--- src/dhlfr_pkg.sv ---
// Package for the dual-header length-prefixed frame receiver.
// Frame constants, store geometry and the structs passed between front, queue and back.
// No dependencies.
`default_nettype none

package dhlfr_pkg;

  localparam int unsigned LENGTH_LIMIT = 50;

  localparam logic [7:0] HEADER_FIRST  = 8'hAA;
  localparam logic [7:0] HEADER_SECOND = 8'hAF;
  localparam logic [7:0] FUNC_LIMIT    = 8'hF1;

  // One bank holds one frame; two banks let a drain overlap the next frame.
  localparam int unsigned POS_W   = 6;
  localparam int unsigned BANK_SZ = 1 << POS_W;
  localparam int unsigned TOTAL_W = POS_W + 1;
  localparam int unsigned ADDR_W  = POS_W + 1;
  localparam int unsigned STORE_DEPTH = 2 * BANK_SZ;

  typedef struct packed {
    logic              we;
    logic [ADDR_W-1:0] addr;
    logic [7:0]        data;
  } store_wr_t;

  typedef struct packed {
    logic               bank;
    logic [TOTAL_W-1:0] total;
  } frame_desc_t;

endpackage

`default_nettype wire

--- src/dhlfr_front.sv ---
// Front parser: checks header, function and length bytes, writes frame bytes
// into the current store bank and posts a frame descriptor on the trailer.
// Depends on dhlfr_pkg.
`default_nettype none

module dhlfr_front
  import dhlfr_pkg::*;
(
  input  wire logic        clk,
  input  wire logic        rst,
  input  wire logic        accept,
  input  wire logic [7:0]  rx_byte,
  output store_wr_t        wr,
  output logic             push,
  output frame_desc_t      push_desc
);

  localparam logic [2:0] PH_IDLE    = 3'd0;
  localparam logic [2:0] PH_HDR2    = 3'd1;
  localparam logic [2:0] PH_FUNC    = 3'd2;
  localparam logic [2:0] PH_LEN     = 3'd3;
  localparam logic [2:0] PH_PAYLOAD = 3'd4;
  localparam logic [2:0] PH_TRAILER = 3'd5;

  logic [2:0]       phase, phase_next;
  logic [POS_W-1:0] remaining, remaining_next;
  logic [POS_W-1:0] count, count_next;
  logic             bank, bank_next;

  logic [POS_W-1:0]   tail_pos;
  logic [TOTAL_W-1:0] raw_total;

  assign tail_pos  = POS_W'(4) + count;
  assign raw_total = {1'b0, count} + TOTAL_W'(5);

  always_comb begin
    phase_next     = phase;
    remaining_next = remaining;
    count_next     = count;
    bank_next      = bank;
    wr.we          = 1'b0;
    wr.addr        = {bank, tail_pos};
    wr.data        = rx_byte;
    push           = 1'b0;
    push_desc.bank = bank;
    push_desc.total = (raw_total > TOTAL_W'(BANK_SZ)) ? TOTAL_W'(BANK_SZ) : raw_total;
    if (accept) begin
      phase_next = PH_IDLE;  // any pattern break drops the byte
      unique case (phase)
        PH_IDLE: begin
          if (rx_byte == HEADER_FIRST) begin
            wr.we      = 1'b1;
            wr.addr    = {bank, POS_W'(0)};
            phase_next = PH_HDR2;
          end
        end
        PH_HDR2: begin
          if (rx_byte == HEADER_SECOND) begin
            wr.we      = 1'b1;
            wr.addr    = {bank, POS_W'(1)};
            phase_next = PH_FUNC;
          end
        end
        PH_FUNC: begin
          if (rx_byte != 8'd0 && rx_byte < FUNC_LIMIT) begin
            wr.we      = 1'b1;
            wr.addr    = {bank, POS_W'(2)};
            phase_next = PH_LEN;
          end
        end
        PH_LEN: begin
          if (rx_byte < 8'(LENGTH_LIMIT)) begin
            wr.we          = 1'b1;
            wr.addr        = {bank, POS_W'(3)};
            remaining_next = rx_byte[POS_W-1:0];
            count_next     = '0;
            phase_next     = PH_PAYLOAD;
          end
        end
        PH_PAYLOAD: begin
          // zero remaining (zero length) falls through as a break
          if (remaining != '0) begin
            wr.we          = 1'b1;
            count_next     = count + POS_W'(1);
            remaining_next = remaining - POS_W'(1);
            phase_next     = (remaining == POS_W'(1)) ? PH_TRAILER : PH_PAYLOAD;
          end
        end
        PH_TRAILER: begin
          wr.we     = 1'b1;
          push      = 1'b1;
          bank_next = ~bank;
        end
        default: phase_next = PH_IDLE;
      endcase
    end
  end

  always_ff @(posedge clk) begin
    if (rst) begin
      phase     <= PH_IDLE;
      remaining <= '0;
      count     <= '0;
      bank      <= 1'b0;
    end else begin
      phase     <= phase_next;
      remaining <= remaining_next;
      count     <= count_next;
      bank      <= bank_next;
    end
  end

endmodule

`default_nettype wire

--- src/dhlfr_queue.sv ---
// Two-entry descriptor queue between the parser and the drain.
// Depends on dhlfr_pkg.
`default_nettype none

module dhlfr_queue
  import dhlfr_pkg::*;
(
  input  wire logic   clk,
  input  wire logic   rst,
  input  wire logic   push,
  input  frame_desc_t push_desc,
  input  wire logic   pop,
  output frame_desc_t head,
  output logic        not_empty,
  output logic [1:0]  fill
);

  frame_desc_t slots [2];
  logic        wptr, rptr;

  assign head      = slots[rptr];
  assign not_empty = (fill != 2'd0);

  always_ff @(posedge clk) begin
    if (push) begin
      slots[wptr] <= push_desc;
    end
  end

  always_ff @(posedge clk) begin
    if (rst) begin
      wptr <= 1'b0;
      rptr <= 1'b0;
      fill <= 2'd0;
    end else begin
      if (push) wptr <= ~wptr;
      if (pop)  rptr <= ~rptr;
      case ({push, pop})
        2'b10:   fill <= fill + 2'd1;
        2'b01:   fill <= fill - 2'd1;
        default: fill <= fill;
      endcase
    end
  end

endmodule

`default_nettype wire

--- src/dhlfr_back.sv ---
// Back end: holds the two-bank frame store and drains a completed frame one
// beat per unstalled cycle; the store's read register is the output register.
// Depends on dhlfr_pkg.
`default_nettype none

module dhlfr_back
  import dhlfr_pkg::*;
(
  input  wire logic        clk,
  input  wire logic        rst,
  input  store_wr_t        wr,
  input  frame_desc_t      head,
  input  wire logic        head_valid,
  output logic             pop,
  output logic             draining,
  output logic             out_valid,
  input  wire logic        out_stall,
  output logic [7:0]       frame_byte,
  output logic [POS_W-1:0] byte_index,
  output logic             last_of_frame
);

  logic [7:0] mem [STORE_DEPTH];

  logic               bank;
  logic [TOTAL_W-1:0] total;
  logic [POS_W-1:0]   k;
  logic               advance;
  logic               is_last;

  assign advance = !out_valid || !out_stall;
  assign pop     = !draining && head_valid;
  assign is_last = ({1'b0, k} + TOTAL_W'(1)) == total;

  always_ff @(posedge clk) begin
    if (wr.we) begin
      mem[wr.addr] <= wr.data;
    end
    if (advance && draining) begin
      frame_byte    <= mem[{bank, k}];
      byte_index    <= k;
      last_of_frame <= is_last;
    end
  end

  always_ff @(posedge clk) begin
    if (pop) begin
      bank  <= head.bank;
      total <= head.total;
    end
  end

  always_ff @(posedge clk) begin
    if (rst) begin
      draining  <= 1'b0;
      out_valid <= 1'b0;
      k         <= '0;
    end else begin
      if (pop) begin
        draining <= 1'b1;
        k        <= '0;
      end else if (advance && draining) begin
        k <= k + POS_W'(1);
        if (is_last) draining <= 1'b0;
      end
      if (advance) out_valid <= draining;
    end
  end

endmodule

`default_nettype wire

--- src/dual_header_length_frame_receiver.sv ---
// Top level of the dual-header length-prefixed frame receiver.
// Depends on dhlfr_pkg, dhlfr_front, dhlfr_queue and dhlfr_back.
//
//   channel | signals                                       | dir
//   --------+-----------------------------------------------+-----
//   input   | in_valid, in_stall, rx_byte                   | in
//   output  | out_valid, out_stall, frame_byte, byte_index, | out
//           | last_of_frame                                 |
//
// Each accepted input beat is parsed as it arrives. A finished frame of N
// bytes leaves as N output beats, one per unstalled cycle, via the queue and
// the drain. The store has two banks: input stalls only while two finished
// frames are waiting or draining. Synchronous reset clears the parser, queue
// and drain; the store needs no clearing. Output stalls hold the current beat.
`default_nettype none

module dual_header_length_frame_receiver
  import dhlfr_pkg::*;
(
  input  wire logic        clk,
  input  wire logic        rst,
  input  wire logic        in_valid,
  output logic             in_stall,
  input  wire logic [7:0]  rx_byte,
  output logic             out_valid,
  input  wire logic        out_stall,
  output logic [7:0]       frame_byte,
  output logic [5:0]       byte_index,
  output logic             last_of_frame
);

  store_wr_t   wr;
  frame_desc_t push_desc;
  frame_desc_t head;
  logic        push;
  logic        pop;
  logic        head_valid;
  logic [1:0]  fill;
  logic        draining;
  logic        accept;

  // both banks taken once two frames are queued or draining
  assign in_stall = ({1'b0, fill} + {2'b00, draining}) >= 3'd2;
  assign accept   = in_valid && !in_stall;

  dhlfr_front u_front (
    .clk       (clk),
    .rst       (rst),
    .accept    (accept),
    .rx_byte   (rx_byte),
    .wr        (wr),
    .push      (push),
    .push_desc (push_desc)
  );

  dhlfr_queue u_queue (
    .clk       (clk),
    .rst       (rst),
    .push      (push),
    .push_desc (push_desc),
    .pop       (pop),
    .head      (head),
    .not_empty (head_valid),
    .fill      (fill)
  );

  dhlfr_back u_back (
    .clk           (clk),
    .rst           (rst),
    .wr            (wr),
    .head          (head),
    .head_valid    (head_valid),
    .pop           (pop),
    .draining      (draining),
    .out_valid     (out_valid),
    .out_stall     (out_stall),
    .frame_byte    (frame_byte),
    .byte_index    (byte_index),
    .last_of_frame (last_of_frame)
  );

endmodule

`default_nettype wire

--- config.mk ---
export PLATFORM = sky130hd
export DESIGN_NAME = dual_header_length_frame_receiver
export DESIGN_NICKNAME = d
export VERILOG_FILES = /design/src/dhlfr_pkg.sv /design/src/dhlfr_front.sv /design/src/dhlfr_queue.sv /design/src/dhlfr_back.sv /design/src/dual_header_length_frame_receiver.sv
export SDC_FILE = /design/constraint.sdc
export NUM_CORES = 1
export LEC_CHECK = 0
export BUFFER_PORTS_ARGS = -buffer_cell sky130_fd_sc_hd__buf_2
export CORE_ASPECT_RATIO = 0.5
export CORE_MARGIN = 2
export CORE_UTILIZATION = 45
export CTS_BUF_LIST = sky130_fd_sc_hd__clkbuf_2 sky130_fd_sc_hd__clkbuf_4 sky130_fd_sc_hd__clkbuf_8
export CTS_CLUSTER_DIAMETER = 100
export DETAILED_ROUTE_END_ITERATION = 6
export HOLD_SLACK_MARGIN = 0.15
export PLACE_DENSITY = 0.7
export SLEW_MARGIN = 15
export SYNTH_ARGS = -nofsm -noshare
export SYNTH_HDL_FRONTEND = slang
export SYNTH_SLANG_ARGS = --single-unit
--- constraint.sdc ---
create_clock -name clk -period 4.3 [get_ports clk]
set_clock_uncertainty 0.1 [all_clocks]
set_input_delay 0.86 -clock clk [delete_from_list [all_inputs] [get_ports clk]]
set_output_delay 0.86 -clock clk [all_outputs]
set_load 0.01 [all_outputs]
After elaboration in Yosys (flattened, before gate mapping)
Memory sizes are Yosys's and may differ from the RTL's. A register that Yosys moved wholly into a read port is not among the register bits.
Index checks and enable logic that the tools add are counted.
Widths: inputs -> output; s select.
{"block": "op_classes", "n_addsub": 9, "n_lt_le_gt_ge": 4, "eq_ne": 13, "n_mux": 32, "bitwise": 3, "reduce_logical": 21}
{"cell": "$mux 8", "n": 5}
{"cell": "$pmux 7 s4", "n": 1}
{"cell": "$mux 6", "n": 4}
{"cell": "$pmux 6 s2", "n": 2}
{"cell": "$eq 8x8->1 const B", "n": 2}
{"cell": "$pmux 3 s5", "n": 1}
{"cell": "$add 6x1->6 const B", "n": 2}
{"cell": "$mux 1", "n": 12}
{"cell": "$reduce_bool 2->1", "n": 5}
{"cell": "$lt 8x6->1 const B", "n": 1}
{"cell": "$lt 8x8->1 const B", "n": 1}
{"cell": "$reduce_bool 8->1", "n": 1}
{"cell": "$add 6x1->7 const B", "n": 1}
{"cell": "$add 6x3->7 const B", "n": 1}
{"cell": "$eq 7x7->1", "n": 1}
{"cell": "$gt 7x7->1 const B", "n": 1}
{"cell": "$mux 7", "n": 1}
{"cell": "$add 3x6->6 const A", "n": 1}
{"cell": "$eq 3x2->1 const B", "n": 2}
{"cell": "$eq 3x3->1 const B", "n": 2}
{"cell": "$eq 6x1->1 const B", "n": 1}
{"cell": "$mux 3", "n": 2}
{"cell": "$pmux 1 s6", "n": 1}
{"cell": "$reduce_bool 6->1", "n": 1}
{"cell": "other kinds (19)", "n": 30}
{"block": "word_totals", "reg_bits": 35, "ram_bits": 1040, "inputBits": 12, "output_inout_bits": 17, "word_cells": 96, "mem_count": 2}
{"memory": "u_back.mem", "words": 128, "width": 8, "rd": 1, "rd_ports_with_merged_regs": 1, "wr": 1, "line": "dhlfr_back.sv:23", "source": "logic [7:0] mem [STORE_DEPTH];"}
{"memory": "u_queue.slots", "words": 2, "width": 8, "rd": 1, "rd_ports_with_merged_regs": 1, "wr": 1, "line": "dhlfr_queue.sv:18", "source": "frame_desc_t slots [2];"}

Logic depth before layout (Yosys ltp)
{"block": "depth", "depth_word": 7, "ltp_mapped": 10, "ltp_nobuf": 7}

Cells and area by module
A second synthesis with hierarchy kept.
{"block": "unflattened", "hier_cells": 1978, "hier_area_um2": 43028.8}
{"module": "dhlfr_back", "n_inst": 1, "cells_each": 1724, "area_per_inst_um2": 40766.6, "seq_area_each_um2": 31600.3}
{"module": "dhlfr_front", "n_inst": 1, "cells_each": 205, "area_per_inst_um2": 1470.2, "seq_area_each_um2": 320.3}
{"module": "dhlfr_queue", "n_inst": 1, "cells_each": 46, "area_per_inst_um2": 774.5, "seq_area_each_um2": 580.6}
{"module": "dual_header_length_frame_receiver", "n_inst": 1, "cells_each": 3, "area_per_inst_um2": 17.5, "seq_area_each_um2": 0.0}

Least setup slack after synthesis
Ideal clock, no wire load.
{"block": "synth_path", "kind": "in2reg", "start": "in rx_byte[3]", "end": "mem u_back.mem[55][0], enable pin", "setup_ns": 0.395, "t_arrival_ns": 3.225, "required_time_ns": 3.805, "path_slack_ns": 0.580, "stages": 6, "path_buffers": 0, "path_cell_list": "nor4_1 -> mux2i_1 -> a21boi_2 -> a211oi_4 -> nand2_1 -> nor4_1"}
{"block": "synth_between", "elab_chain_len": 7, "elab_cells_between_ends": 15, "cone_classes": "order compare: 2; eq/ne: 2; mux: 9; reduce/logical: 2"}
{"element": "from (decl)", "line": "dual_header_length_frame_receiver.sv:24", "source": "input wire logic [7:0] rx_byte,"}
{"element": "$lt 8x8->1 or $reduce_bool 8->1 (tied branches)", "line": "dhlfr_front.sv:65", "source": "if (rx_byte != 8'd0 && rx_byte < FUNC_LIMIT) begin"}
{"element": "$logic_and 1x1->1", "line": "dhlfr_front.sv:65"}
{"element": "$mux 8", "line": "dhlfr_front.sv:65"}
{"element": "$pmux 1 s6", "line": "dhlfr_front.sv:49", "source": "unique case (phase)"}
{"element": "$mux 8 (*)", "line": "dhlfr_front.sv:47", "source": "if (accept) begin"}
{"element": "$mux 1", "line": "dhlfr_back.sv:36", "source": "if (wr.we) begin"}
{"element": "$mux 1 (not written as such)", "line": "dhlfr_back.sv:37", "source": "mem[wr.addr] <= wr.data;"}
{"element": "to (decl)", "line": "dhlfr_back.sv:23"}
Mark *: on every way between the ends. The rest lies on a longest branch, timed or not.

Worst setup path after layout
{"block": "layout_path", "start": "reg u_queue.fill[0]", "end": "mem u_back.mem[5][7], enable pin"}
{"block": "layout_between", "elab_chain_len": 7}
{"element": "from (decl)", "line": "dhlfr_queue.sv:15", "source": "output logic [1:0] fill"}
{"element": "from (signal assigned)", "line": "dhlfr_queue.sv:39", "source": "2'b10: fill <= fill + 2'd1;"}
{"element": "from (signal assigned)", "line": "dhlfr_queue.sv:40", "source": "2'b01: fill <= fill - 2'd1;"}
{"element": "from (signal assigned)", "line": "dhlfr_queue.sv:41", "source": "default: fill <= fill;"}
{"element": "$add 2x1->3 (*)", "line": "dual_header_length_frame_receiver.sv:43", "source": "assign in_stall = ({1'b0, fill} + {2'b00, draining}) >= 3'd2;"}
{"element": "$ge 3x2->1 (*)", "line": "dual_header_length_frame_receiver.sv:43"}
{"element": "$logic_not 1->1 (*)", "line": "dual_header_length_frame_receiver.sv:44", "source": "assign accept = in_valid && !in_stall;"}
{"element": "$logic_and 1x1->1 (*)", "line": "dual_header_length_frame_receiver.sv:44"}
{"element": "$mux 8 (*)", "line": "dhlfr_front.sv:47"}
{"element": "$mux 1", "line": "dhlfr_back.sv:36"}
{"element": "$mux 1 (not written as such)", "line": "dhlfr_back.sv:37"}
Marked as above.

==> impl_metrics.xml <==
<?xml version="1.0" encoding="UTF-8"?>
<metrics>
  <group name="run_status">
    <metric name="outcome" unit="">complete, but fails checks</metric>
    <metric name="violated_checks" unit="">DRC</metric>
  </group>
  <group name="pwr">
    <metric name="power.share.switching" unit="">0.205</metric>
    <metric name="vdd_drop_max" unit="uV">308</metric>
    <metric name="total_leakage_power" unit="nW">15.0</metric>
    <metric name="power_frac_seq" unit="">0.580</metric>
    <metric name="total_switching_power" unit="W">0.00412</metric>
    <metric name="report.power.total" unit="W">0.0201</metric>
    <metric name="pwr-share-comb" unit="">0.011</metric>
    <metric name="power.density" unit="nW/um2">406</metric>
    <metric name="clock_share_of_power" unit="">0.409</metric>
    <metric name="p_int" unit="W">0.0160</metric>
  </group>
  <group name="routing">
    <metric name="wire_per_inst" unit="um">25.4</metric>
    <metric name="first_pass_iters" unit="">7</metric>
    <metric name="drc" unit="">1</metric>
    <metric name="drt_wl_total" unit="um">103000</metric>
    <metric name="routed-via-count" unit="">23600</metric>
    <metric name="ant_nets" unit="">0</metric>
    <metric name="detailedRoute.firstIterationViolations" unit="">2848</metric>
    <metric name="drt-vias-per-instance" unit="">5.83</metric>
  </group>
  <group name="clock_network">
    <metric name="cts.root.buffer_cell" unit="">sky130_fd_sc_hd__clkbuf_8</metric>
    <metric name="postCtsHoldBufs" unit="">1</metric>
    <metric name="clock_insertion_delay_at_the_later_pin_of_the_skew_report" unit="ns">0.84</metric>
    <metric name="tritoncts" unit="">built</metric>
    <metric name="tritoncts_num_sinks" unit="">1091</metric>
    <metric name="tritoncts.num_buffers" unit="">155</metric>
    <metric name="cts_repair_resize_count" unit="">0</metric>
    <metric name="post_cts.repair.setup_buffers" unit="">0</metric>
    <metric name="worst_setup_hold_path_clk_slew" unit="ns">0.07</metric>
    <metric name="htree_num_levels" unit="">4</metric>
    <metric name="clock_path_buffers" unit="">3</metric>
  </group>
  <group name="sta">
    <metric name="holdWs" unit="ns">0.274</metric>
    <metric name="max_freq" unit="GHz">0.275</metric>
    <metric name="hold_vio_cnt_final" unit="">0</metric>
    <metric name="transition_at_the_pin_with_the_smallest_max_transition_slack" unit="ns">1.13</metric>
    <metric name="setup_viol_count_final" unit="">0</metric>
    <metric name="final.min_clock_period" unit="ns">3.63</metric>
    <metric name="slew-limit-headroom" unit="">0.240</metric>
    <metric name="share_of_the_cycle_needed_by_the_critical_path_after_routing" unit="">0.845</metric>
    <metric name="rsz_0062_raised_after_global_routing" unit="">false</metric>
    <metric name="fin_tns_setup" unit="ns">0</metric>
    <metric name="finalMaxSlewViolations" unit="">0</metric>
    <metric name="timing.final.ws_setup" unit="ns">0.666</metric>
  </group>
  <group name="logic_synthesis">
    <metric name="synthArstFlopShare" unit="">0</metric>
    <metric name="synthesis.yosys.warnings" unit="">0</metric>
    <metric name="synth.distinct_cells" unit="">58</metric>
    <metric name="synth-edff-count" unit="">1063</metric>
    <metric name="share_of_synthesized_area_occupied_by_flip_flops_and_latches" unit="">0.741</metric>
    <metric name="synth.largest_area_cell" unit="">sky130_fd_sc_hd__edfxtp_1</metric>
    <metric name="synth_flop_cell" unit="">sky130_fd_sc_hd__edfxtp_1</metric>
    <metric name="post_synth_main_area_contributors" unit="">sky130_fd_sc_hd__edfxtp_1 (73%), sky130_fd_sc_hd__mux4_2 (7.4%), sky130_fd_sc_hd__mux2i_1 (5.9%)</metric>
    <metric name="postSynthAreaPerCell" unit="um2">17.9</metric>
    <metric name="synth_area" unit="um2">43800</metric>
    <metric name="postSynthCellCount" unit="">2452</metric>
    <metric name="synth_nets" unit="">2472</metric>
    <metric name="register_bit_total_from_synthesis" unit="">1091</metric>
    <metric name="synth_top_area_share" unit="">0.729</metric>
  </group>
  <group name="worst_hold_path">
    <metric name="hold_path_class" unit="">input port to register</metric>
    <metric name="count_of_cells_along_the_worst_hold_path" unit="">1</metric>
    <metric name="worst_hold_startpoint" unit="">rx_byte[4]</metric>
    <metric name="worst_hold_path.endpoint" unit="">u_back.mem[114][4]</metric>
  </group>
  <group name="floorplanning">
    <metric name="fp.dieArea" unit="um2">100000</metric>
    <metric name="coreArea" unit="um2">95900</metric>
    <metric name="io_pins" unit="">29</metric>
    <metric name="chipHeight" unit="um">225</metric>
    <metric name="die_width" unit="um">445</metric>
    <metric name="fp-row-count" unit="">80</metric>
    <metric name="floorplan.initialDensity" unit="">0.457</metric>
  </group>
  <group name="critical_path">
    <metric name="reg2regPathDepth" unit="">8</metric>
    <metric name="r2r-end" unit="">u_back.mem[5][7]</metric>
    <metric name="arrival" unit="ns">3.97</metric>
    <metric name="rrSetupSlack" unit="ns">0.67</metric>
    <metric name="worst-endpoint-required" unit="ns">4.64</metric>
    <metric name="worst_setup_path_start_kind" unit="">register</metric>
    <metric name="critPathMaxFanout" unit="">12</metric>
    <metric name="setup.worst_path.class" unit="">register to register</metric>
    <metric name="setup.worst_path.end_class" unit="">register</metric>
    <metric name="critical_path.reg2reg.startpoint" unit="">u_queue.fill[0]</metric>
  </group>
  <group name="flow_run">
    <metric name="number_of_maximum_capacitance_constraint_violations" unit="">0</metric>
  </group>
  <group name="place">
    <metric name="gp_routability_congestion" unit="">0.918</metric>
    <metric name="dp_worst_setup_slack" unit="ns">-0.0612</metric>
    <metric name="placement.io_buffers" unit="">28</metric>
    <metric name="dp.final_hpwl" unit="um">64300</metric>
  </group>
  <group name="layout">
    <metric name="syn_to_final_growth" unit="%">13.0</metric>
    <metric name="final_util" unit="">0.516</metric>
    <metric name="layout-drive-gt1-share" unit="">0.228</metric>
    <metric name="nNetsFinal" unit="">2685</metric>
  </group>
  <group name="global_route">
    <metric name="grt_start_max_net_pins" unit="">96</metric>
    <metric name="grt_overflow_total" unit="">0</metric>
    <metric name="grtUsageTotal" unit="">0.207</metric>
    <metric name="antenna_found_initial" unit="">0</metric>
    <metric name="grt_first_pass_wirelength" unit="um">153000</metric>
    <metric name="first_global_vias" unit="">23400</metric>
  </group>
</metrics>
==> through the flow <==
stage | std cells | area (um2)
4_1_cts | 4054 | 49500
5_1_grt | 4054 | 49500
6_report | 4055 | 49500
3_3_place_gp | 3778 | 46400
2_1_floorplan | 2452 | 43800
3_5_place_dp | 3778 | 46400
==> worst max path at each step <==
| stage | from | to | slack, ns | depth (start not counted) |
|---|---|---|---|---|
| detailed placement | rx_byte[2] | u_back.mem[95][2] | -0.06 | 7 |
| global route | u_queue.fill[0] | u_back.mem[93][1] | 0.52 | 6 |
| finish | u_queue.fill[0] | u_back.mem[5][7] | 0.67 | 8 |
| CTS | u_queue.fill[0] | u_back.mem[13][3] | 0.65 | 8 |
| floorplan | rx_byte[3] | u_back.mem[55][0] | 0.58 | 6 |
| global placement | rx_byte[2] | u_back.mem[7][0] | 0.03 | 8 |
==> registers in the layout, indices dropped and copies added, names as in the netlist, 2 cells and up <==
signal / count
u_back.byte_index: 6
u_front.count: 6
u_back.mem: 1024
u_front.remaining: 6
u_back.frame_byte: 8
u_queue.fill: 2
u_back.k: 6
u_queue.slots: 16
u_front.phase: 3
u_back.total: 7
==> power by group through the flow <==
stage	logic (W)	registers (W)	clock network [W]
4_1_cts	0.000227	0.0116	0.00834
2_1_floorplan	0.0000181	0.0119	0
6_report	0.000224	0.0116	0.00823
5_1_grt	0.000241	0.0116	0.00879
3_3_place_gp	0.000217	0.0119	0
3_5_place_dp	0.000226	0.0119	0
==> cell type report <==
type,instances,area (um2)
Fill cell,7530,46400
Sequential cell,1091,32500
Multi-Input combinational cell,1205,10600
Clock buffer,207,2550
Timing Repair Buffer,202,1660
Tap cell,1271,1590
Clock inverter,68,526
Inverter,10,37.5
Antenna cell,1,2.50
==> per-layer routing <==
layer	vias to the layer above	part of all wire	GRT usage
met3	154	0.092	0.0511
met4	2	0.025	0.0670
met5	-	0.00078	0
met1	12100	0.43	0.295
li1	10300	-	-
met2	1124	0.46	0.314
==> synthesized netlist by cell type, drive strengths merged (2+ instances only) <==
| library cell | n |
|---|---|
| a211oi | 9 |
| a21boi | 5 |
| a21o | 6 |
| a21oi | 80 |
| a22oi | 132 |
| a31oi | 64 |
| and2 | 4 |
| buf | 83 |
| clkbuf | 63 |
| dfxtp | 28 |
| edfxtp | 1063 |
| ha | 8 |
| inv | 10 |
| mux2 | 16 |
| mux2i | 258 |
| mux4 | 144 |
| nand2 | 106 |
| nand2b | 65 |
| nand3 | 35 |
| nand3b | 8 |
| nand4 | 9 |
| nand4b | 2 |
| nor2 | 129 |
| nor2b | 6 |
| nor3 | 49 |
| nor4 | 7 |
| o21ai | 16 |
| xnor2 | 14 |
| xor2 | 15 |
==> placed cells by master (no fill, tap or decap), types with 3 or more instances in the layout <==
cell type | Yosys | routed
sky130_fd_sc_hd__edfxtp_1 | 1063 | 1063
sky130_fd_sc_hd__mux2i_1 | 258 | 258
sky130_fd_sc_hd__buf_4 | 10 | 166
sky130_fd_sc_hd__clkbuf_8 | 0 | 160
sky130_fd_sc_hd__mux4_2 | 144 | 144
sky130_fd_sc_hd__a22oi_1 | 132 | 132
sky130_fd_sc_hd__nor2_1 | 129 | 128
sky130_fd_sc_hd__nand2_1 | 106 | 106
sky130_fd_sc_hd__a21oi_1 | 77 | 77
sky130_fd_sc_hd__nand2b_1 | 65 | 65
sky130_fd_sc_hd__a31oi_1 | 64 | 64
sky130_fd_sc_hd__clkbuf_4 | 0 | 47
sky130_fd_sc_hd__nor3_1 | 46 | 42
sky130_fd_sc_hd__nand3_1 | 34 | 34
sky130_fd_sc_hd__clkinv_1 | 0 | 33
sky130_fd_sc_hd__dfxtp_1 | 28 | 24
sky130_fd_sc_hd__buf_2 | 44 | 20
sky130_fd_sc_hd__mux2_2 | 16 | 16
sky130_fd_sc_hd__o21ai_0 | 16 | 16
sky130_fd_sc_hd__clkinv_2 | 0 | 16
sky130_fd_sc_hd__xor2_1 | 15 | 15
sky130_fd_sc_hd__buf_12 | 0 | 15
sky130_fd_sc_hd__xnor2_1 | 14 | 14
sky130_fd_sc_hd__inv_1 | 10 | 10
sky130_fd_sc_hd__nand4_1 | 9 | 9
sky130_fd_sc_hd__ha_1 | 8 | 8
sky130_fd_sc_hd__nand3b_1 | 7 | 7
sky130_fd_sc_hd__nor3_2 | 3 | 7
sky130_fd_sc_hd__bufinv_16 | 0 | 7
sky130_fd_sc_hd__a21o_1 | 6 | 6
sky130_fd_sc_hd__nor4_1 | 7 | 5
sky130_fd_sc_hd__a211oi_1 | 5 | 5
sky130_fd_sc_hd__inv_6 | 0 | 5
sky130_fd_sc_hd__nor2b_1 | 6 | 4
sky130_fd_sc_hd__inv_8 | 0 | 4
sky130_fd_sc_hd__dfxtp_4 | 0 | 4
sky130_fd_sc_hd__a21oi_2 | 3 | 3
sky130_fd_sc_hd__and2_1 | 4 | 3
sky130_fd_sc_hd__a211oi_2 | 3 | 3
sky130_fd_sc_hd__clkinvlp_4 | 0 | 3
==> critical path, cell delays in order (launching register included) <==
cell and delay (ns):
sky130_fd_sc_hd__dfxtp_1 0.37, sky130_fd_sc_hd__a21oi_2 0.30, sky130_fd_sc_hd__nand2_1 0.24, sky130_fd_sc_hd__o41ai_1 0.50
sky130_fd_sc_hd__buf_4 0.21, sky130_fd_sc_hd__a21o_1 0.22, sky130_fd_sc_hd__nand2_1 0.09, sky130_fd_sc_hd__buf_4 0.26
sky130_fd_sc_hd__nor3_1 0.94
==> cell families (layout without fill, tap and decap cells) <==
group | after synthesis | in the layout | share of synthesized area
compound gates | 323 | 323 | 0.0494
xor+xnor | 29 | 29 | 0.00580
fa+ha+maj | 8 | 8 | 0.00229
buf+inv | 156 | 487 | 0.0175
flops | 1091 | 1091 | 0.741
mux | 418 | 418 | 0.137
other cells | 0 | 1 | 0
simple gates | 427 | 427 | 0.0464
No activity file was read; power rests on OpenSTA's default activity.
